**src/rtl/assert_macros.svh**
```systemverilog
// Assertion macros shared by the projected joint bounding box RTL.
`ifndef ASSERT_MACROS_SVH
`define ASSERT_MACROS_SVH

// Same-cycle implication, sampled on clk and disabled while rst is high.
`define PJBB_ASSERT_IMP(label, ante, cons) \
  label: assert property (@(posedge clk) disable iff (rst) (ante) |-> (cons)) \
    else $error("pjbb: assertion failed");

// Next-cycle implication, sampled on clk and disabled while rst is high.
`define PJBB_ASSERT_NXT(label, ante, cons) \
  label: assert property (@(posedge clk) disable iff (rst) (ante) |=> (cons)) \
    else $error("pjbb: assertion failed");

`endif

```
**src/rtl/pjbb_pkg.sv**
```systemverilog
// Types, constants and arithmetic helpers of the projected joint bounding box.
`default_nettype none

package pjbb_pkg;

  // Fixed-point format and image geometry.
  localparam int FRAC_BITS   = 24;
  localparam int BLOCK_EDGE  = 8;            // a power of two
  localparam int BLOCK_SHIFT = $clog2(BLOCK_EDGE);
  localparam int IMAGE_COLS  = 320;

  // Field widths.
  localparam int POS_W      = 15;
  localparam int PIX_W      = 12;
  localparam int BLK_W      = 9;
  localparam int MODE_W     = 2;
  localparam int OFS_W      = 40;
  localparam int GAIN_W     = 32;
  localparam int CFG_IDX_W  = 3;
  localparam int CFG_DATA_W = 40;

  // Datapath widths: one product, and the sum of an offset and three products.
  localparam int PROD_W = GAIN_W + POS_W;
  localparam int ACC_W  = PROD_W + 3;
  localparam int QUO_W  = ACC_W - FRAC_BITS;

  // Queue between the front and the back, and the result queue.
  localparam int MID_DEPTH = 8;
  localparam int MID_AW    = $clog2(MID_DEPTH);
  localparam int MID_CW    = MID_AW + 1;
  localparam int OUT_DEPTH = 4;
  localparam int OUT_AW    = $clog2(OUT_DEPTH);
  localparam int OUT_CW    = OUT_AW + 1;

  // Saturation limits.
  localparam logic signed [PIX_W-1:0] PIX_MAX = {1'b0, {(PIX_W-1){1'b1}}};
  localparam logic signed [PIX_W-1:0] PIX_MIN = {1'b1, {(PIX_W-1){1'b0}}};
  localparam logic signed [BLK_W-1:0] BLK_MAX = {1'b0, {(BLK_W-1){1'b1}}};
  localparam logic signed [BLK_W-1:0] BLK_MIN = {1'b1, {(BLK_W-1){1'b0}}};

  // Register reset values.
  localparam logic signed [OFS_W-1:0]  COL_OFFSET_RST = 40'sd2631648040;
  localparam logic signed [GAIN_W-1:0] COL_GAIN_X_RST = 32'sd1638902;
  localparam logic signed [GAIN_W-1:0] COL_GAIN_Y_RST = -32'sd10812;
  localparam logic signed [GAIN_W-1:0] COL_GAIN_Z_RST = 32'sd26367;
  localparam logic signed [OFS_W-1:0]  ROW_OFFSET_RST = 40'sd2106139895;
  localparam logic signed [GAIN_W-1:0] ROW_GAIN_X_RST = 32'sd3613;
  localparam logic signed [GAIN_W-1:0] ROW_GAIN_Y_RST = -32'sd1987889;
  localparam logic signed [GAIN_W-1:0] ROW_GAIN_Z_RST = -32'sd37136;

  // Register indexes.
  typedef enum logic [CFG_IDX_W-1:0] {
    REG_COL_OFFSET = 3'd0,
    REG_COL_GAIN_X = 3'd1,
    REG_COL_GAIN_Y = 3'd2,
    REG_COL_GAIN_Z = 3'd3,
    REG_ROW_OFFSET = 3'd4,
    REG_ROW_GAIN_X = 3'd5,
    REG_ROW_GAIN_Y = 3'd6,
    REG_ROW_GAIN_Z = 3'd7
  } reg_idx_t;

  // Box shapes.
  typedef enum logic [MODE_W-1:0] {
    MODE_BOX   = 2'd0,
    MODE_LEFT  = 2'd1,
    MODE_RIGHT = 2'd2
  } box_mode_t;

  // One projected point as it travels from the front to the back.
  typedef struct packed {
    logic signed [PIX_W-1:0] col;
    logic signed [PIX_W-1:0] row;
    logic [MODE_W-1:0]       mode;
    logic                    last;
  } point_t;

  // Status of the queue between front and back.
  typedef struct packed {
    logic              empty;
    logic [MID_CW-1:0] count;
  } mid_stat_t;

  // One finished box.
  typedef struct packed {
    logic signed [PIX_W-1:0] min_col;
    logic signed [PIX_W-1:0] min_row;
    logic signed [PIX_W-1:0] max_col;
    logic signed [PIX_W-1:0] max_row;
    logic signed [BLK_W-1:0] min_block_col;
    logic signed [BLK_W-1:0] min_block_row;
    logic signed [BLK_W-1:0] max_block_col;
    logic signed [BLK_W-1:0] max_block_row;
  } result_t;

  // Full-precision product of a gain and a position.
  function automatic logic signed [PROD_W-1:0] mul_gain(
    input logic signed [GAIN_W-1:0] gain,
    input logic signed [POS_W-1:0]  pos
  );
    logic signed [PROD_W-1:0] g;
    logic signed [PROD_W-1:0] p;
    begin
      g = PROD_W'(gain);
      p = PROD_W'(pos);
      return g * p;
    end
  endfunction

  // Drop the fraction toward zero and saturate to the pixel range.
  function automatic logic signed [PIX_W-1:0] pix_of_acc(
    input logic signed [ACC_W-1:0] acc
  );
    logic signed [QUO_W-1:0] q;
    logic                    round_up;
    begin
      q        = QUO_W'(acc >>> FRAC_BITS);
      round_up = acc[ACC_W-1] && (acc[FRAC_BITS-1:0] != '0);
      q        = q + $signed({{(QUO_W-1){1'b0}}, round_up});
      if (q < PIX_MIN) begin
        return PIX_MIN;
      end else if (q > PIX_MAX) begin
        return PIX_MAX;
      end
      return PIX_W'(q);
    end
  endfunction

  // Pixel divided by the block edge, toward zero, saturated to the block range.
  function automatic logic signed [BLK_W-1:0] block_of(
    input logic signed [PIX_W-1:0] c
  );
    logic signed [PIX_W:0] ext;
    logic        [PIX_W:0] bias;
    logic signed [PIX_W:0] b;
    begin
      ext  = (PIX_W+1)'(c);
      bias = c[PIX_W-1] ? (PIX_W+1)'(BLOCK_EDGE - 1) : '0;
      b    = (ext + $signed(bias)) >>> BLOCK_SHIFT;
      if (b < BLK_MIN) begin
        return BLK_MIN;
      end else if (b > BLK_MAX) begin
        return BLK_MAX;
      end
      return BLK_W'(b);
    end
  endfunction

endpackage

`default_nettype wire

```
**src/rtl/pjbb_mid_queue.sv**
```systemverilog
// Queue of projected points between the projection front and the box back.
`default_nettype none

module pjbb_mid_queue (
  input  wire                  clk,
  input  wire                  rst,
  input  wire                  wr_en,
  input  pjbb_pkg::point_t     wr_data,
  input  wire                  rd_en,
  output pjbb_pkg::point_t     rd_data,
  output pjbb_pkg::mid_stat_t  stat
);

  pjbb_pkg::point_t                   mem [pjbb_pkg::MID_DEPTH];
  logic [pjbb_pkg::MID_AW-1:0]        wr_ptr;
  logic [pjbb_pkg::MID_AW-1:0]        rd_ptr;
  logic [pjbb_pkg::MID_CW-1:0]        count;

  // Storage; the writer never pushes more than the queue holds.
  always_ff @(posedge clk) begin
    if (wr_en) begin
      mem[wr_ptr] <= wr_data;
    end
  end

  // Pointers and fill level.
  always_ff @(posedge clk) begin
    if (rst) begin
      wr_ptr <= '0;
      rd_ptr <= '0;
      count  <= '0;
    end else begin
      if (wr_en) begin
        wr_ptr <= wr_ptr + 1'b1;
      end
      if (rd_en) begin
        rd_ptr <= rd_ptr + 1'b1;
      end
      if (wr_en && !rd_en) begin
        count <= count + 1'b1;
      end else if (!wr_en && rd_en) begin
        count <= count - 1'b1;
      end
    end
  end

  assign rd_data    = mem[rd_ptr];
  assign stat.empty = (count == '0);
  assign stat.count = count;

endmodule

`default_nettype wire

```
**config.mk**
```make
export PLATFORM = sky130hd
export DESIGN_NAME = pjbb_mid_queue
export DESIGN_NICKNAME = d
export VERILOG_FILES = /design/src/rtl/assert_macros.svh /design/src/rtl/pjbb_pkg.sv /design/src/rtl/pjbb_mid_queue.sv
export SDC_FILE = /design/constraint.sdc
export NUM_CORES = 1
export LEC_CHECK = 0
export ABC_AREA = 1
export BUFFER_PORTS_ARGS = -buffer_cell sky130_fd_sc_hd__buf_2
export CORE_MARGIN = 3
export CORE_UTILIZATION = 64
export CTS_CLUSTER_DIAMETER = 80
export DETAILED_ROUTE_END_ITERATION = 12
export GPL_TIMING_DRIVEN = 0
export PLACE_DENSITY = 0.83
export SYNTH_ARGS = -nofsm -noshare
export SYNTH_HDL_FRONTEND = slang
export SYNTH_SLANG_ARGS = --single-unit
```
**constraint.sdc**
```tcl
create_clock -name clk -period 4.2 [get_ports clk]
set_clock_uncertainty 0.1 [all_clocks]
set_input_delay 0.42 -clock clk [delete_from_list [all_inputs] [get_ports clk]]
set_output_delay 0.42 -clock clk [all_outputs]
set_load 0.02 [all_outputs]
```
* Word-level counts from Yosys, hierarchy flattened
Memory sizes are Yosys's and may differ from the RTL's. A register that Yosys moved wholly into a read port is not among the register bits. Cells that the tools add are included.
Word-level totals: bits in registers 10, latch bits 0, RAM bits 216, memory bits (read-only) 0, input port bits 31, output and inout port bits 32, memories 1
Operators by class: $add $sub $neg 4, multipliers 0, div/mod/pow operators 0, magnitude comparators 0, eq/ne operators 0, shift-type cells 0, multiplexer cells 6, bitwise operators 0, reductions and logical operators 6
Memories:
- mem | words 8, width 27, read ports 1, clocked after Yosys merged registers in 1, write ports 1, RTL line pjbb_mid_queue.sv:14 | pjbb_pkg::point_t mem [pjbb_pkg::MID_DEPTH];
Operators by type and width (number):
- 4-bit two-way mux | 2
- 3-bit by 1-bit adder with 3-bit output, second input constant | 2
- 3-bit two-way mux | 2
- 4-bit by 1-bit adder with 4-bit output, second input constant | 1
- 4-bit zero test | 1
- 4-bit by 1-bit subtractor with 4-bit output, second input constant | 1
- 1-bit logical AND | 2
- 1-bit zero test | 2
- 1-bit two-way mux | 2
- 2-bit nonzero test | 1

* Logic depth before layout (Yosys ltp)
depth after elaboration 4, mapped depth 11

* Least setup slack after synthesis
OpenSTA, ideal clock, no wires.
path type input to register, start point input wr_en, end point memory mem[0][0] (netlist bit) (enable), library setup time 0.411 ns, data arrival time 1.941 ns, data required time 3.689 ns, slack 1.749 ns, stages 3, path buffers 0, cell sequence inv_1 or2_2 nor2_1
Between the ends: word-level cells in the longest chain between the ends 2
Ends and longest elaborated chain:
- from (decl) | RTL line pjbb_mid_queue.sv:7 | input wire wr_en,
- 1-bit two-way mux | RTL line pjbb_mid_queue.sv:21 | if (wr_en) begin
- 1-bit two-way mux (not written as such) | RTL line pjbb_mid_queue.sv:22 | mem[wr_ptr] <= wr_data;
- to (decl) | RTL line pjbb_mid_queue.sv:14
Every way passes these cells.

==> run_results.csv <==
group,metric,value,unit
floorplan,die_h,126,microns
sta,fin_crit_sh,64.4,%
worst_setup_path,path_cells,"buf_6 -> inv_4 -> clkbuf_1 -> o21ai_0 -> nand2_1 -> nand2_1 -> nand2_1 -> buf_2",
sta,clock.fmax,370,MHz
detailed_routing,postRouteAntennaNets,0,
worst_setup_path,arrival,2180,ps
finish,postLayoutCoreUtil,75.5,%
cts,postCtsHoldBufs,0,
power_and_ir_drop,ir_drop,0.360,mV
cts,clk_pin_slew,70,ps
worst_setup_path,critical-path-top-delay-family,"buffers and inverters",
yosys,ys_seq_area_share,73.2,%
yosys,synth_top_area_share,70.4,%
floorplan,die_w,126,microns
grt,gr-usage-all-layers,26.2,%
cts,cts_sinks,229,
cts,cts_tree,"yes",
cts,clockBufferDepth,3,
floorplan,start_util,65.9,%
outcome,status,"finished, final reports clean",
yosys,syn-cell-area,9220,sq um
sta,rsz0062_at_grt,"false",
worst_setup_path,worstSetupPathType,"flop to primary output",
cts,cts_buffers,23,
detailed_routing,drt-initial-drc-count,730,
worst_setup_path,crit_path_frequent_cell,"nand2_1",
yosys,synth_top_area_cell,"edfxtp_1",
cts,htree_levels,1,
finish,fill_cells,834,
yosys,syn_nets,838,
power_and_ir_drop,p_leak,0.00400,uW
detailed_routing,avgViaCountPerCell,5.82,
yosys,synthTopCellsByArea,"edfxtp_1 (70%), nor2_1 (9.4%), nand2_1 (6.3%), o21ai_0 (4.3%), dfxtp_1 (2.8%)",
finish,syn_to_final_growth,14.6,%
worst_setup_path,endpoint_kind,"primary output",
min_path,hp-start,"wr_data[6]",
detailed_routing,firstDrtPassIters,5,
cts,post-cts-setup-buffer-count,0,
placement,gp_congestion,0.808,
worst_setup_path,path_buf_inv,4,
grt,grt_max_degree,28,
grt,grt_overflow,0,
yosys,synth_cell_type_count,25,
worst_setup_path,r2r-start,"wr_ptr[0]$_SDFFE_PP0P_",
floorplan,fp-row-count,43,
flow_run,maxCapViolCount,0,
sta,fin_tns_setup,0,ps
yosys,synth.avg_cell_area,11.5,sq um
detailed_routing,wl_per_cell,19.3,microns
detailed_routing,drc,0,
finish,antenna_cells,0,
grt,grt_pass1_vias,6435,
cts,clk_latency,490,ps
grt,grt_pass1_wl,32500,microns
yosys,yosysWarnings,0,
detailed_routing,vias,6312,
sta,worst_pin_slew,989,ps
placement,io_buffers,62,
worst_setup_path,critPathSlowestCell,"clkbuf_1",
worst_setup_path,slowest_delay,400,ps
cts,cts-resized-gates,0,
worst_setup_path,cp_max_fo,10,
floorplan,dieArea,15900,sq um
finish,nNetsFinal,926,
cts,root_buffer,"clkbuf_16",
sta,hold_violations,0,
placement,hpwl,12700,microns
worst_setup_path,cp.required,3680,ps
grt,antenna_found_initial,1,
sta,post-route-min-period,2700,ps
sta,maxSlewViolCount,0,
yosys,synth_seq_cells,229,
detailed_routing,wirelength,20900,microns
yosys,synth_cells,801,
min_path,min_path_type,"input pin to flop",
sta,setup_viol,0,
finish,drive_gt1_share,14.7,%
worst_setup_path,startpoint_type,"flop",
sta,maxSlewHeadroom,33.9,%
floorplan,io_pins,63,
floorplan,core,14000,sq um
power_and_ir_drop,p_per_area,490,nW/um^2
-- layout by cell type (no fill, tap or decap), drive strengths merged --
cell type / instances
nor3: 1
a211oi: 1
or2: 2
bufinv: 2
xor2: 2
nor4: 1
o21ai: 109
edfxtp: 216
ha: 5
inv: 13
dfxtp: 13
nor3b: 1
nand3: 3
nand2: 154
clkbuf: 44
buf: 91
xnor2: 1
fa: 1
a21oi: 6
clkinv: 7
nor2: 232
-- worst paths after layout --
check	to	slack [ps]	cells after the start
setup / recovery	rd_data[26]	1500	8
hold / removal	mem[6][6]$_DFFE_PP_	90	1
setup reg to reg	mem[0][16]$_DFFE_PP_	2160	2
hold reg to reg	rd_ptr[1]$_SDFFE_PP0P_	400	2
-- stage by stage --
step | cells | area, sq um | total power, uW | hold WS [ps] | worst slack [ps]
after detailed placement | 1044 | 9840 | 3240 | 389 | 1830
after CTS | 1085 | 10600 | 5180 | 76.7 | 1530
final | 1085 | 10600 | 5180 | 87.3 | 1500
after floorplan | 801 | 9220 | 3010 | 357 | 1750
after global routing | 1085 | 10600 | 5350 | 95.0 | 1410
after global placement | 1043 | 9750 | 3190 | 372 | 646
-- flip-flops by register name, summed over array words and instances (netlist names), named ones only --
signal / cells
mem: 216
count: 4
rd_ptr: 3
wr_ptr: 3
-- cells by family after synthesis --
family,count (synthesis),synth area share (%)
AO/OA/AOI/OAI,116,6.32
XOR/XNOR,3,0.285
AND/OR/NAND/NOR,394,16.2
buffers and inverters,53,3.09
adder cells (fa/ha/maj),6,0.896
flip-flops,229,73.2
-- cell usage after synthesis --
cell        n
clkbuf_1   12
xor2_1      2
xnor2_1     1
inv_4       1
nor3_1      1
o21ai_0    80
nand2_1   154
ha_1        5
o21ai_1    29
or2_2       2
buf_4       2
nor2_1    232
edfxtp_1  216
a211oi_1    1
fa_1        1
buf_6       7
nor3b_1     1
a21oi_1     6
inv_2       1
buf_2      19
nor4_1      1
inv_1      10
dfxtp_1    13
nand3_1     3
clkinv_1    1
-- layer usage --
metal / wire length [microns] / up-vias / track usage [%]
met1: 7810 / 2999 / 33.4
met2: 10600 / 350 / 44.7
li1: - / 2904 / -
met5: 7 / - / 0
met3: 1880 / 57 / 4.41
met4: 622 / 2 / 11.4
-- layout make-up --
cell class	count	area, sq um	share of cell area, %
clock inverters	9	96.3	0.912
multi-input cells	519	2250	21.3
inverters	13	51.3	0.485
flip-flops and latches	229	6750	63.8
repair buffers	63	338	3.20
clock buffers	32	629	5.96
plain buffers	40	234	2.21
well taps	180	225	2.13
-- worst register-to-register path: cells and delay by family, from the launching register on --
kind             cells  cell delay (ps)
AND/OR/NAND/NOR      2             1200
flip-flops           1              340
-- power breakdown --
group	leakage [uW]	switching (uW)	internal (uW)
Combinational	0.00157	430	190
Clock	0.000354	814	1170
Sequential	0.00207	23.0	2560
(Power assumes the default switching activity.)
