<file path="config.mk">
export PLATFORM = sky130hd
export DESIGN_NAME = pjbb_back
export DESIGN_NICKNAME = d
export VERILOG_FILES = /design/src/rtl/pjbb_pkg.sv /design/src/rtl/pjbb_back.sv
export VERILOG_INCLUDE_DIRS = /design/src /design/src/rtl
export SDC_FILE = /design/constraint.sdc
export NUM_CORES = 1
export LEC_CHECK = 0
export BUFFER_PORTS_ARGS = -buffer_cell sky130_fd_sc_hd__buf_2
export CAP_MARGIN = 20
export CELL_PAD_IN_SITES_DETAIL_PLACEMENT = 0
export CELL_PAD_IN_SITES_GLOBAL_PLACEMENT = 1
export CORE_AREA = 8 8 196 198
export CTS_BUF_LIST = sky130_fd_sc_hd__clkbuf_4 sky130_fd_sc_hd__clkbuf_8 sky130_fd_sc_hd__clkbuf_16
export DETAILED_ROUTE_END_ITERATION = 12
export DIE_AREA = 0 0 204 206
export PLACE_DENSITY_LB_ADDON = 0.08
export SYNTH_ARGS = -nofsm -noshare
export SYNTH_HDL_FRONTEND = slang
export SYNTH_SLANG_ARGS = --single-unit
export TNS_END_PERCENT = 50
</file>
<file path="constraint.sdc">
create_clock -name clk -period 10.6 [get_ports clk]
set_input_delay 1.59 -clock clk [delete_from_list [all_inputs] [get_ports clk]]
set_output_delay 1.59 -clock clk [all_outputs]
set_load 0.02 [all_outputs]
</file>
<file path="src/rtl/assert_macros.svh">
// Assertion macros shared by the projected joint bounding box RTL.
`ifndef ASSERT_MACROS_SVH
`define ASSERT_MACROS_SVH

// Same-cycle implication, sampled on clk and disabled while rst is high.
`define PJBB_ASSERT_IMP(label, ante, cons) \
  label: assert property (@(posedge clk) disable iff (rst) (ante) |-> (cons)) \
    else $error("pjbb: assertion failed");

// Next-cycle implication, sampled on clk and disabled while rst is high.
`define PJBB_ASSERT_NXT(label, ante, cons) \
  label: assert property (@(posedge clk) disable iff (rst) (ante) |=> (cons)) \
    else $error("pjbb: assertion failed");

`endif

</file>
<file path="src/rtl/pjbb_pkg.sv">
// Types, constants and arithmetic helpers of the projected joint bounding box.
`default_nettype none

package pjbb_pkg;

  // Fixed-point format and image geometry.
  localparam int FRAC_BITS   = 24;
  localparam int BLOCK_EDGE  = 8;            // a power of two
  localparam int BLOCK_SHIFT = $clog2(BLOCK_EDGE);
  localparam int IMAGE_COLS  = 320;

  // Field widths.
  localparam int POS_W      = 15;
  localparam int PIX_W      = 12;
  localparam int BLK_W      = 9;
  localparam int MODE_W     = 2;
  localparam int OFS_W      = 40;
  localparam int GAIN_W     = 32;
  localparam int CFG_IDX_W  = 3;
  localparam int CFG_DATA_W = 40;

  // Datapath widths: one product, and the sum of an offset and three products.
  localparam int PROD_W = GAIN_W + POS_W;
  localparam int ACC_W  = PROD_W + 3;
  localparam int QUO_W  = ACC_W - FRAC_BITS;

  // Queue between the front and the back, and the result queue.
  localparam int MID_DEPTH = 8;
  localparam int MID_AW    = $clog2(MID_DEPTH);
  localparam int MID_CW    = MID_AW + 1;
  localparam int OUT_DEPTH = 4;
  localparam int OUT_AW    = $clog2(OUT_DEPTH);
  localparam int OUT_CW    = OUT_AW + 1;

  // Saturation limits.
  localparam logic signed [PIX_W-1:0] PIX_MAX = {1'b0, {(PIX_W-1){1'b1}}};
  localparam logic signed [PIX_W-1:0] PIX_MIN = {1'b1, {(PIX_W-1){1'b0}}};
  localparam logic signed [BLK_W-1:0] BLK_MAX = {1'b0, {(BLK_W-1){1'b1}}};
  localparam logic signed [BLK_W-1:0] BLK_MIN = {1'b1, {(BLK_W-1){1'b0}}};

  // Register reset values.
  localparam logic signed [OFS_W-1:0]  COL_OFFSET_RST = 40'sd2631648040;
  localparam logic signed [GAIN_W-1:0] COL_GAIN_X_RST = 32'sd1638902;
  localparam logic signed [GAIN_W-1:0] COL_GAIN_Y_RST = -32'sd10812;
  localparam logic signed [GAIN_W-1:0] COL_GAIN_Z_RST = 32'sd26367;
  localparam logic signed [OFS_W-1:0]  ROW_OFFSET_RST = 40'sd2106139895;
  localparam logic signed [GAIN_W-1:0] ROW_GAIN_X_RST = 32'sd3613;
  localparam logic signed [GAIN_W-1:0] ROW_GAIN_Y_RST = -32'sd1987889;
  localparam logic signed [GAIN_W-1:0] ROW_GAIN_Z_RST = -32'sd37136;

  // Register indexes.
  typedef enum logic [CFG_IDX_W-1:0] {
    REG_COL_OFFSET = 3'd0,
    REG_COL_GAIN_X = 3'd1,
    REG_COL_GAIN_Y = 3'd2,
    REG_COL_GAIN_Z = 3'd3,
    REG_ROW_OFFSET = 3'd4,
    REG_ROW_GAIN_X = 3'd5,
    REG_ROW_GAIN_Y = 3'd6,
    REG_ROW_GAIN_Z = 3'd7
  } reg_idx_t;

  // Box shapes.
  typedef enum logic [MODE_W-1:0] {
    MODE_BOX   = 2'd0,
    MODE_LEFT  = 2'd1,
    MODE_RIGHT = 2'd2
  } box_mode_t;

  // One projected point as it travels from the front to the back.
  typedef struct packed {
    logic signed [PIX_W-1:0] col;
    logic signed [PIX_W-1:0] row;
    logic [MODE_W-1:0]       mode;
    logic                    last;
  } point_t;

  // Status of the queue between front and back.
  typedef struct packed {
    logic              empty;
    logic [MID_CW-1:0] count;
  } mid_stat_t;

  // One finished box.
  typedef struct packed {
    logic signed [PIX_W-1:0] min_col;
    logic signed [PIX_W-1:0] min_row;
    logic signed [PIX_W-1:0] max_col;
    logic signed [PIX_W-1:0] max_row;
    logic signed [BLK_W-1:0] min_block_col;
    logic signed [BLK_W-1:0] min_block_row;
    logic signed [BLK_W-1:0] max_block_col;
    logic signed [BLK_W-1:0] max_block_row;
  } result_t;

  // Full-precision product of a gain and a position.
  function automatic logic signed [PROD_W-1:0] mul_gain(
    input logic signed [GAIN_W-1:0] gain,
    input logic signed [POS_W-1:0]  pos
  );
    logic signed [PROD_W-1:0] g;
    logic signed [PROD_W-1:0] p;
    begin
      g = PROD_W'(gain);
      p = PROD_W'(pos);
      return g * p;
    end
  endfunction

  // Drop the fraction toward zero and saturate to the pixel range.
  function automatic logic signed [PIX_W-1:0] pix_of_acc(
    input logic signed [ACC_W-1:0] acc
  );
    logic signed [QUO_W-1:0] q;
    logic                    round_up;
    begin
      q        = QUO_W'(acc >>> FRAC_BITS);
      round_up = acc[ACC_W-1] && (acc[FRAC_BITS-1:0] != '0);
      q        = q + $signed({{(QUO_W-1){1'b0}}, round_up});
      if (q < PIX_MIN) begin
        return PIX_MIN;
      end else if (q > PIX_MAX) begin
        return PIX_MAX;
      end
      return PIX_W'(q);
    end
  endfunction

  // Pixel divided by the block edge, toward zero, saturated to the block range.
  function automatic logic signed [BLK_W-1:0] block_of(
    input logic signed [PIX_W-1:0] c
  );
    logic signed [PIX_W:0] ext;
    logic        [PIX_W:0] bias;
    logic signed [PIX_W:0] b;
    begin
      ext  = (PIX_W+1)'(c);
      bias = c[PIX_W-1] ? (PIX_W+1)'(BLOCK_EDGE - 1) : '0;
      b    = (ext + $signed(bias)) >>> BLOCK_SHIFT;
      if (b < BLK_MIN) begin
        return BLK_MIN;
      end else if (b > BLK_MAX) begin
        return BLK_MAX;
      end
      return BLK_W'(b);
    end
  endfunction

endpackage

`default_nettype wire

</file>
<file path="src/rtl/pjbb_back.sv">
// Back: running min and max, box shaping and the result queue.
`default_nettype none
`include "assert_macros.svh"

module pjbb_back (
  input  wire                  clk,
  input  wire                  rst,
  input  pjbb_pkg::mid_stat_t  mid_stat,
  input  pjbb_pkg::point_t     mid_data,
  output logic                 mid_rd,
  input  wire                  pop,
  output logic                 empty,
  output pjbb_pkg::result_t    res
);

  localparam logic signed [pjbb_pkg::PIX_W:0] EDGE_X =
    (pjbb_pkg::PIX_W+1)'(pjbb_pkg::BLOCK_EDGE);
  localparam logic signed [pjbb_pkg::PIX_W:0] COLS_X =
    (pjbb_pkg::PIX_W+1)'(pjbb_pkg::IMAGE_COLS);

  logic signed [pjbb_pkg::PIX_W-1:0] run_min_col, run_max_col;
  logic signed [pjbb_pkg::PIX_W-1:0] run_min_row, run_max_row;
  logic signed [pjbb_pkg::PIX_W-1:0] col_lo, col_hi, row_lo, row_hi;

  // Finished run waiting for shaping.
  logic                              b_valid;
  logic signed [pjbb_pkg::PIX_W-1:0] b_min_col, b_max_col, b_min_row, b_max_row;
  logic [pjbb_pkg::MODE_W-1:0]       b_mode;

  logic signed [pjbb_pkg::PIX_W-1:0] c0, r0, c1, r1;
  logic signed [pjbb_pkg::PIX_W:0]   left_end, right_start;
  pjbb_pkg::result_t                 shaped;

  // Result queue.
  pjbb_pkg::result_t                 out_mem [pjbb_pkg::OUT_DEPTH];
  logic [pjbb_pkg::OUT_AW-1:0]       out_wr_ptr, out_rd_ptr;
  logic [pjbb_pkg::OUT_CW-1:0]       out_count;
  logic                              out_pop;
  logic                              take;

  // Take a point when both the shaping slot and the result queue have room.
  assign take   = !mid_stat.empty
                && ((out_count + pjbb_pkg::OUT_CW'(b_valid))
                    < pjbb_pkg::OUT_CW'(pjbb_pkg::OUT_DEPTH));
  assign mid_rd = take;

  // Running extremes including the point being taken.
  always_comb begin
    col_lo = (mid_data.col < run_min_col) ? mid_data.col : run_min_col;
    col_hi = (mid_data.col > run_max_col) ? mid_data.col : run_max_col;
    row_lo = (mid_data.row < run_min_row) ? mid_data.row : run_min_row;
    row_hi = (mid_data.row > run_max_row) ? mid_data.row : run_max_row;
  end

  // Run state restarts after the last point of a run.
  always_ff @(posedge clk) begin
    if (rst) begin
      run_min_col <= pjbb_pkg::PIX_MAX;
      run_min_row <= pjbb_pkg::PIX_MAX;
      run_max_col <= '0;
      run_max_row <= '0;
      b_valid     <= 1'b0;
    end else begin
      b_valid <= take && mid_data.last;
      if (take) begin
        if (mid_data.last) begin
          run_min_col <= pjbb_pkg::PIX_MAX;
          run_min_row <= pjbb_pkg::PIX_MAX;
          run_max_col <= '0;
          run_max_row <= '0;
        end else begin
          run_min_col <= col_lo;
          run_min_row <= row_lo;
          run_max_col <= col_hi;
          run_max_row <= row_hi;
        end
      end
    end
  end

  // Corners of the finished run.
  always_ff @(posedge clk) begin
    if (take && mid_data.last) begin
      b_min_col <= col_lo;
      b_max_col <= col_hi;
      b_min_row <= row_lo;
      b_max_row <= row_hi;
      b_mode    <= mid_data.mode;
    end
  end

  // Hand strips: one block wide, clamped to the image columns.
  always_comb begin
    left_end    = (pjbb_pkg::PIX_W+1)'(b_min_col) + EDGE_X;
    right_start = (pjbb_pkg::PIX_W+1)'(b_max_col) - EDGE_X;
    c0 = b_min_col;
    r0 = b_min_row;
    c1 = b_max_col;
    r1 = b_max_row;
    unique case (b_mode)
      pjbb_pkg::MODE_LEFT: begin
        c1 = (left_end > COLS_X) ? pjbb_pkg::PIX_W'(COLS_X)
                                 : left_end[pjbb_pkg::PIX_W-1:0];
        r1 = b_min_row;
      end
      pjbb_pkg::MODE_RIGHT: begin
        c0 = (right_start < 0) ? '0 : right_start[pjbb_pkg::PIX_W-1:0];
        r0 = b_max_row;
      end
      pjbb_pkg::MODE_BOX: begin
        c0 = b_min_col;
      end
      default: begin
        c0 = b_min_col;
      end
    endcase
  end

  always_comb begin
    shaped.min_col       = c0;
    shaped.min_row       = r0;
    shaped.max_col       = c1;
    shaped.max_row       = r1;
    shaped.min_block_col = pjbb_pkg::block_of(c0);
    shaped.min_block_row = pjbb_pkg::block_of(r0);
    shaped.max_block_col = pjbb_pkg::block_of(c1);
    shaped.max_block_row = pjbb_pkg::block_of(r1);
  end

  // Result queue storage.
  always_ff @(posedge clk) begin
    if (b_valid) begin
      out_mem[out_wr_ptr] <= shaped;
    end
  end

  assign out_pop = pop && !empty;

  always_ff @(posedge clk) begin
    if (rst) begin
      out_wr_ptr <= '0;
      out_rd_ptr <= '0;
      out_count  <= '0;
    end else begin
      if (b_valid) begin
        out_wr_ptr <= out_wr_ptr + 1'b1;
      end
      if (out_pop) begin
        out_rd_ptr <= out_rd_ptr + 1'b1;
      end
      if (b_valid && !out_pop) begin
        out_count <= out_count + 1'b1;
      end else if (!b_valid && out_pop) begin
        out_count <= out_count - 1'b1;
      end
    end
  end

  assign empty = (out_count == '0);
  assign res   = out_mem[out_rd_ptr];

  // A finished box always finds room in the result queue.
  `PJBB_ASSERT_IMP(a_out_room, b_valid,
    out_count < pjbb_pkg::OUT_CW'(pjbb_pkg::OUT_DEPTH))
  // Taking the last point of a run returns the run state to its start.
  `PJBB_ASSERT_NXT(a_run_restart, take && mid_data.last,
    run_min_col == pjbb_pkg::PIX_MAX && run_min_row == pjbb_pkg::PIX_MAX
    && run_max_col == '0 && run_max_row == '0)

endmodule

`default_nettype wire

</file>
# Yosys cells after proc, flatten, opt, wreduce, memory -nomap -nowiden
# Memory sizes are Yosys's and may differ from the RTL's. A register that Yosys moved wholly into a read port is not among the register bits.
# Cells that the tools add are included.
[word_totals] word_cells=97 latchBits=0 mem_count=1 ram_bits=336 reg_bits=106 input_bits=35 romBits=0
[memory_table] memory="out_mem" depth=4 width=84 read_ports=1 rd_ports_with_merged_regs=1 wr=1 line_no="pjbb_back.sv:35" text="pjbb_pkg::result_t out_mem [pjbb_pkg::OUT_DEPTH];"
[op_classes] add_sub_neg=11 n_mux=44 magnitude_cmp=15 div=0 shift=0 n_reduce_logical=11 n_eq_ne=2 bitwise=0 n_mul=0
[ops] op="$mux 12" count=14
[ops] op="$mux 9" count=12
[ops] op="$add 12x4->13" count=4
[ops] op="$gt 10x9->1 const B" count=4
[ops] op="$lt 10x9->1 const B" count=4
[ops] op="$gt 12x12->1" count=2
[ops] op="$lt 12x12->1" count=2
[ops] op="$mux 3" count=6
[ops] op="$add 12x5->13 const B" count=1
[ops] op="$gt 13x10->1 const B" count=1
[ops] op="$lt 13x1->1 const B" count=1
[ops] op="$sub 12x5->13 const B" count=1
[ops] op="$mux 1" count=10
[ops] op="$logic_and 1x1->1" count=5
[ops] op="$add 2x1->2 const B" count=2
[ops] op="$logic_not 1->1" count=4
[ops] op="$mux 2" count=2
[ops] op="$add 3x1->3" count=1
[ops] op="$add 3x1->3 const B" count=1
[ops] op="$logic_not 3->1" count=1
[ops] op="$lt 3x3->1 const B" count=1
[ops] op="$sub 3x1->3 const B" count=1
[ops] op="$eq 2x1->1 const B" count=1
[ops] op="$eq 2x2->1 const B" count=1
[ops] op="$reduce_bool 2->1" count=1

# Longest topological paths before layout
# Gate-level depths: netlist (run 1).
[logic_depth] ltp_word=10 depth_mapped=15

# Worst setup path before layout (run 1)
# Ideal clock, no wire load.
[synth_path] path_type="input to register" startpoint="input port mid_stat[4] (netlist name)" endpoint="register run_max_row[10] (netlist name)" setup_slack_ps=6255 path_buffers=2 t_arrival_ps=4228 required_time_ps=10483 setup_ps=117 cell_stages=8 path_cell_list="nand2b_1 -> clkbuf_1 -> inv_1 -> and2_1 -> nor2_1 -> o21a_1 -> clkbuf_1 -> a22o_1"
[synth_via] elab_chain_len=2
[synth_lines] element="from (decl)" line_no="pjbb_back.sv:8" text="input pjbb_pkg::mid_stat_t mid_stat,"
[synth_lines] element="$logic_not 1->1" line_no="pjbb_back.sv:42" text="assign take = !mid_stat.empty"
[synth_lines] element="$logic_and 1x1->1" line_no="pjbb_back.sv:43" text="&& ((out_count + pjbb_pkg::OUT_CW'(b_valid))"
[synth_lines] element="named net mid_rd" line_no="pjbb_back.sv:10" text="output logic mid_rd,"
[synth_lines] element="to (signal assigned)" line_no="pjbb_back.sv:75" text="run_max_row <= row_hi;"
[synth_lines] element="to (decl)" line_no="pjbb_back.sv:22" text="logic signed [pjbb_pkg::PIX_W-1:0] run_min_row, run_max_row;"
# The timed path passes the listed nets, and every way through them passes these cells.
# A chain may end at the register's enable or synchronous reset.

==> results of run 1 <==
==> layer usage <==
metal,track usage,up-vias,wire [µm]
met5,0,-,0
met4,0.04268,0,637
met3,0.03386,45,2188
met2,0.3177,245,19220
met1,0.2671,5490,18360
li1,-,5109,-
==> final cells by class <==
| type | instances | area, µm² |
|---|---|---|
| inverters | 77 | 289.0 |
| clock buffers | 57 | 1240 |
| fillers | 2609 | 13080 |
| clock inverters | 20 | 216.5 |
| well taps | 461 | 576.8 |
| repair buffers | 139 | 773.2 |
| multi-input cells | 669 | 6292 |
| flip-flops and latches | 444 | 12760 |
==> registers in the layout, indices dropped and copies added, names as in the netlist, named ones only <==
| name | count |
|---|---|
| out_mem | 336 |
| b_max_col | 12 |
| b_max_row | 12 |
| b_min_col | 12 |
| b_min_row | 12 |
| run_max_col | 12 |
| run_max_row | 12 |
| run_min_col | 12 |
| run_min_row | 12 |
| out_count | 3 |
| b_mode | 2 |
| out_rd_ptr | 2 |
| out_wr_ptr | 2 |
| b_valid | 1 |
==> critical path, stage by stage (launching register included) <==
cell and delay [ps]:
dfxtp_4 720, buf_4 610, buf_4 580, mux4_2 650
buf_2 190
==> synthesized netlist by cell type (all sizes together), types with 11 or more instances <==
library cell / number
inv: 77
dfxtp: 58
nor2: 46
a31oi: 11
a221o: 12
buf: 16
mux2i: 31
nand2: 89
mux4: 84
edfxtp: 386
a21oi: 32
nand3: 12
xnor2: 15
mux2: 51
ha: 61
clkbuf: 34
o21ai: 46
a22o: 30
nor3: 13
==> worst max path at each step <==
stage                            from                           end  slack (ps)  cells past startpoint
final                            flop                       res[53]        5630                      4
after global routing             flop                       res[53]        5330                      4
after CTS                        flop                       res[48]        5480                      4
after detailed placement         flop                       res[48]        6060                      4
after global placement           flop                       res[48]        6020                      4
after floorplan           mid_stat[4]  run_max_row[10]$_SDFFE_PP0P_        6260                      8
==> logic make-up (layout without fill, tap and decap cells) <==
| kind of cell | after synthesis | in the layout |
|---|---|---|
| muxes | 166 | 166 |
| xor gates and xnor gates | 25 | 25 |
| adders and majority gates | 62 | 62 |
| DFF | 444 | 444 |
| and+or+nand+nor | 228 | 228 |
| AOI/OAI and AO/OA | 188 | 188 |
| buffers and inverters | 127 | 293 |
==> stage by stage <==
stage	cell area [µm²]	setup WS, ps	hold slack, ps	cells	utilization
global route	22150	5332	512.6	1867	0.6288
CTS	22100	5477	485.7	1863	0.6273
finish	22150	5629	485.9	1867	0.6288
floorplan	19520	6255	455.8	1240	-
global placement	20630	6018	467.5	1785	0.5858
detailed placement	20640	6056	478.6	1786	0.5860
==> power groups by stage <==
stage	Sequential [µW]	Combinational, µW	Clock, µW
5_1_grt	2190	1310	1650
3_3_place_gp	2210	1200	0
2_1_floorplan	2150	887	0
6_report	2170	1200	1550
3_5_place_dp	2210	1210	0
4_1_cts	2170	1220	1580
==> run metrics, run 1 <==
commonest non-fill, non-tap cells in the layout 386 x edfxtp_1, 116 x buf_2, 89 x nand2_1; WS Path Type reg -> out; setup bufs post-CTS 0; clock slew at reported path FFs 60 ps; Synth Area in XOR/XNOR 0.01122; Initial Util 0.5541; CTS Root Cell clkbuf_16; Residual DRC 0; most common library cell in the layout ignoring fill and taps edfxtp_1; post-layout min period 4971 ps; Mapped Cells 1,240; worst r2r src b_min_col[3]$_DFFE_PP_; Synth async-reset ratio 0; Post-CTS Resized 0; CP arrival 3380 ps; area growth from synthesis to layout 13.48%; Max Fclk 201.2 MHz; # setup viols final 0; MaxCap Viol Count 0; Num CTS Buffers 44; clk sinks 444; clock network power share 0.314; Detailed Route WL 40,410 µm; number of synthesized flops with an enable pin 386; CP Capture Type output port; Pwr Total 4920 µW; hold crit path type reg -> reg; post-synthesis adder-cell area fraction 0.04013; Final Cycle Share 0.4689; min-delay src run_min_col[11]$_SDFFE_PP0P_; Boundary Pins 121; largest family of logic cells by synthesized area multiplexers; mux cell area share after synthesis 0.1423; Iteration-0 DRC Markers 678; Mapped Area 19,520 µm²; Peak VDD IR 0.1485 mV; CTS tree yes; Total Neg Setup Slack 0 ps; Worst R2R Path Depth 13; DR vias/cell 5.832; Tightest Pin Transition 1000 ps; wire per inst 21.65 µm; Synth area leader edfxtp_1; syn_area_per_cell 15.74 µm²; CTS Hold Buffers Added 0; RSZ-0062 raised after global routing false; post-synthesis sequential area ratio 0.6534; simple-gate share of the synthesized area 0.05853; Overflow after GRT 0; drt pass-1 iters 5; # nets final 1,472; largest net degree at the start of global routing 61; Switching Share 0.2895; Worst Hold End run_min_col[11]$_SDFFE_PP0P_; Clock Path Buffers 3; Pint 3495 µW; compound-cell area share of the yosys netlist 0.06936; port bufs 116; final slew viol count 0; Post-DRT Antenna Nets 0; Synth Flop Type edfxtp_1; Psw 1424 µW; hold depth 2; Die Wd 204 µm; Syn Nets 1,337; total core area 35,220 µm²; H-tree depth 2; synthesis-stage register bit count 444; Netlist cell types 72; status finished, final reports clean; Comb power frac 0.245; Final Hold Fails 0; power share of the sequential group 0.441; RePlAce Congestion 0.8309; Antenna Cells 0; layout cells sized above 1 0.2653; initial antenna violation count 0; maximum fanout along the worst path 30; max_slew headroom 0.3161; RR Endpoint out_mem[0][16]$_DFFE_PP_; area share of the largest cell type after synthesis 0.5939; setup slack, reg-to-reg 6180 ps; DP HPWL 27,250 µm; die area 42,020 µm²; CP startpoint kind flop; Die Ht 206 µm; first-pass GRT wire length 63,060 µm; All-Layer GR Usage 0.1927; leakage power 0.007983 µW; top cells by area, synth edfxtp_1 59%, mux4_2 9.7%, dfxtp_1 5.9%; yosys warns 0; Skew-Pair Late Insertion Delay 550 ps; Site Rows 69; pwr dens 222.1 nW/µm²; vias in the first global route 10,880; Req. time, crit path 9010 ps; Vias 10,890; Max Clock Skew 14.66 ps
No activity file was read; power rests on OpenSTA's default activity.
==> run 2: changes to the inputs <==
Settings changed: CORE_AREA 8 8 196 198 to 8 8 203 205, DIE_AREA 0 0 204 206 to 0 0 211 213.
Clock period 10.6 ns to 4.75 ns, I/O delays scaled along.
==> run 2 against run 1 <==
Compared with the run above:
- cell count is 3.9% higher
- critical endpoint is now out_mem[2][16]$_DFFE_PP_
- wire length is 3.8% higher
- die area is 6.9% higher
==> run metrics, run 2 (synthesized netlist as in run 1, its figures left out) <==
RSZ-0062 raised after global routing false; Post-DRT Antenna Nets 0; area growth from synthesis to layout 14.85%; clock slew at reported path FFs 60 ps; commonest non-fill, non-tap cells in the layout 386 x edfxtp_1, 116 x buf_2, 89 x nand2_1; Req. time, crit path 5050 ps; Vias 10,850; Tightest Pin Transition 1024 ps; # setup viols final 0; Cell Area, Placed 20,800 µm²; max_slew headroom 0.3170; CTS Root Cell clkbuf_16; Final Cycle Share 0.9076; CTS Hold Buffers Added 0; clk sinks 444; port bufs 116; Total Neg Setup Slack 0 ps; sequential cell area 12,760 µm²; setup bufs post-CTS 0; crit-path cells ha_1 -> xnor2_1 -> and4_1 -> o21ai_1 -> a21oi_1 -> a22oi_1 -> inv_1 -> ha_1 -> o21ai_0 -> o31ai_2 -> o21ai_2 -> or3_4 -> nor4_4 -> mux2_1; fillers 3,015; Residual DRC 0; CP Capture Type flop; WS Path Type reg -> reg; hold crit path type in -> reg; MaxCap Viol Count 0; # nets final 1,481; initial antenna violation count 0; maximum fanout along the worst path 7; total core area 38,110 µm²; Non-Filler Instances 1,939; CP startpoint kind flop; Num CTS Buffers 47; Detailed Route WL 41,960 µm; Die Ht 213 µm; Die Wd 211 µm; H-tree depth 2; Post-CTS Resized 0; Max Clock Skew 15.39 ps; wire per inst 21.64 µm; max reg flops 336; Iteration-0 DRC Markers 744; vias in the first global route 11,140; largest net degree at the start of global routing 63; Slowest cell on crit path edfxtp_1; die area 44,940 µm²; most common library cell in the layout ignoring fill and taps edfxtp_1; CP peak stage delay 500 ps; DP HPWL 28,380 µm; All-Layer GR Usage 0.1883; Max Fclk 232.0 MHz; Initial Util 0.5122; status finished, final reports clean; Antenna Cells 0; Clock Path Buffers 3; Final Hold Fails 0; fin area 22,420 µm²; leakage power 0.008100 µW; RePlAce Congestion 0.8471; most used cell, CP ha_1; DR vias/cell 5.598; multi-input logic area 6296 µm²; Overflow after GRT 0; pwr dens 506.3 nW/µm²; CTS tree yes; dpl cells 1,853; final slew viol count 0; CP arrival 4610 ps; Skew-Pair Late Insertion Delay 580 ps; fin util 0.5883; Peak VDD IR 0.3223 mV; Boundary Pins 121; post-layout min period 4311 ps; Site Rows 72; largest reg by FF count out_mem; first-pass GRT wire length 65,210 µm; drt pass-1 iters 5; layout cells sized above 1 0.2702
[run 2: worst paths after layout]
check	startpoint	to	slack, ps	depth (start not counted)
worst min register to register	run_max_col[6]$_SDFFE_PP0P_	run_max_col[6]$_SDFFE_PP0P_	490	1
worst min-delay path	mid_data[1]	b_mode[0]$_DFFE_PP_	340	1
worst max-delay path	b_min_col[3]$_DFFE_PP_	out_mem[2][16]$_DFFE_PP_	440	14
worst max register to register	b_min_col[3]$_DFFE_PP_	out_mem[2][16]$_DFFE_PP_	440	14
[run 2: cell type report]
class | instances | area share
Timing Repair Buffer | 145 | 0.03617
Inverter | 77 | 0.01289
Tap cell | 518 | 0.02891
Multi-Input combinational cell | 669 | 0.2809
Sequential cell | 444 | 0.5692
Clock buffer | 59 | 0.05939
Clock inverter | 27 | 0.01256
[run 2: layer usage]
layer / vias up / part of all wire / track usage
li1: 5137 / - / -
met1: 5431 / 0.46 / 0.2613
met2: 241 / 0.48 / 0.3054
met3: 45 / 0.051 / 0.03229
met4: 0 / 0.017 / 0.05212
met5: - / 0 / 0
[run 2: power by group]
group | internal, µW | switching, µW
Clock | 2270 | 1510
Combinational | 1120 | 1580
Sequential | 4640 | 231
Total | 8030 | 3320
[run 2: worst max-delay path, delay by kind of cell (launching register included)]
| kind | cells | cell delay, ps |
|---|---|---|
| AO/OA/AOI/OAI | 6 | 1270 |
| AND/OR/NAND/NOR | 3 | 820 |
| adder cells (fa/ha/maj) | 2 | 660 |
| flip-flops | 1 | 500 |
| multiplexers | 1 | 400 |
| XOR/XNOR | 1 | 190 |
| buffers and inverters | 1 | 180 |
[run 2: through the flow]
| stage | hold WS, ps | power (µW) | setup slack (ps) |
|---|---|---|---|
| floorplan | 455.8 | 6782 | 915.9 |
| global placement | 475.7 | 7677 | 528.2 |
| detailed placement | 480.0 | 7708 | 474.1 |
| CTS | 298.3 | 11500 | 447.5 |
| global route | 308.1 | 11860 | 124.0 |
| finish | 337.3 | 11350 | 439.1 |
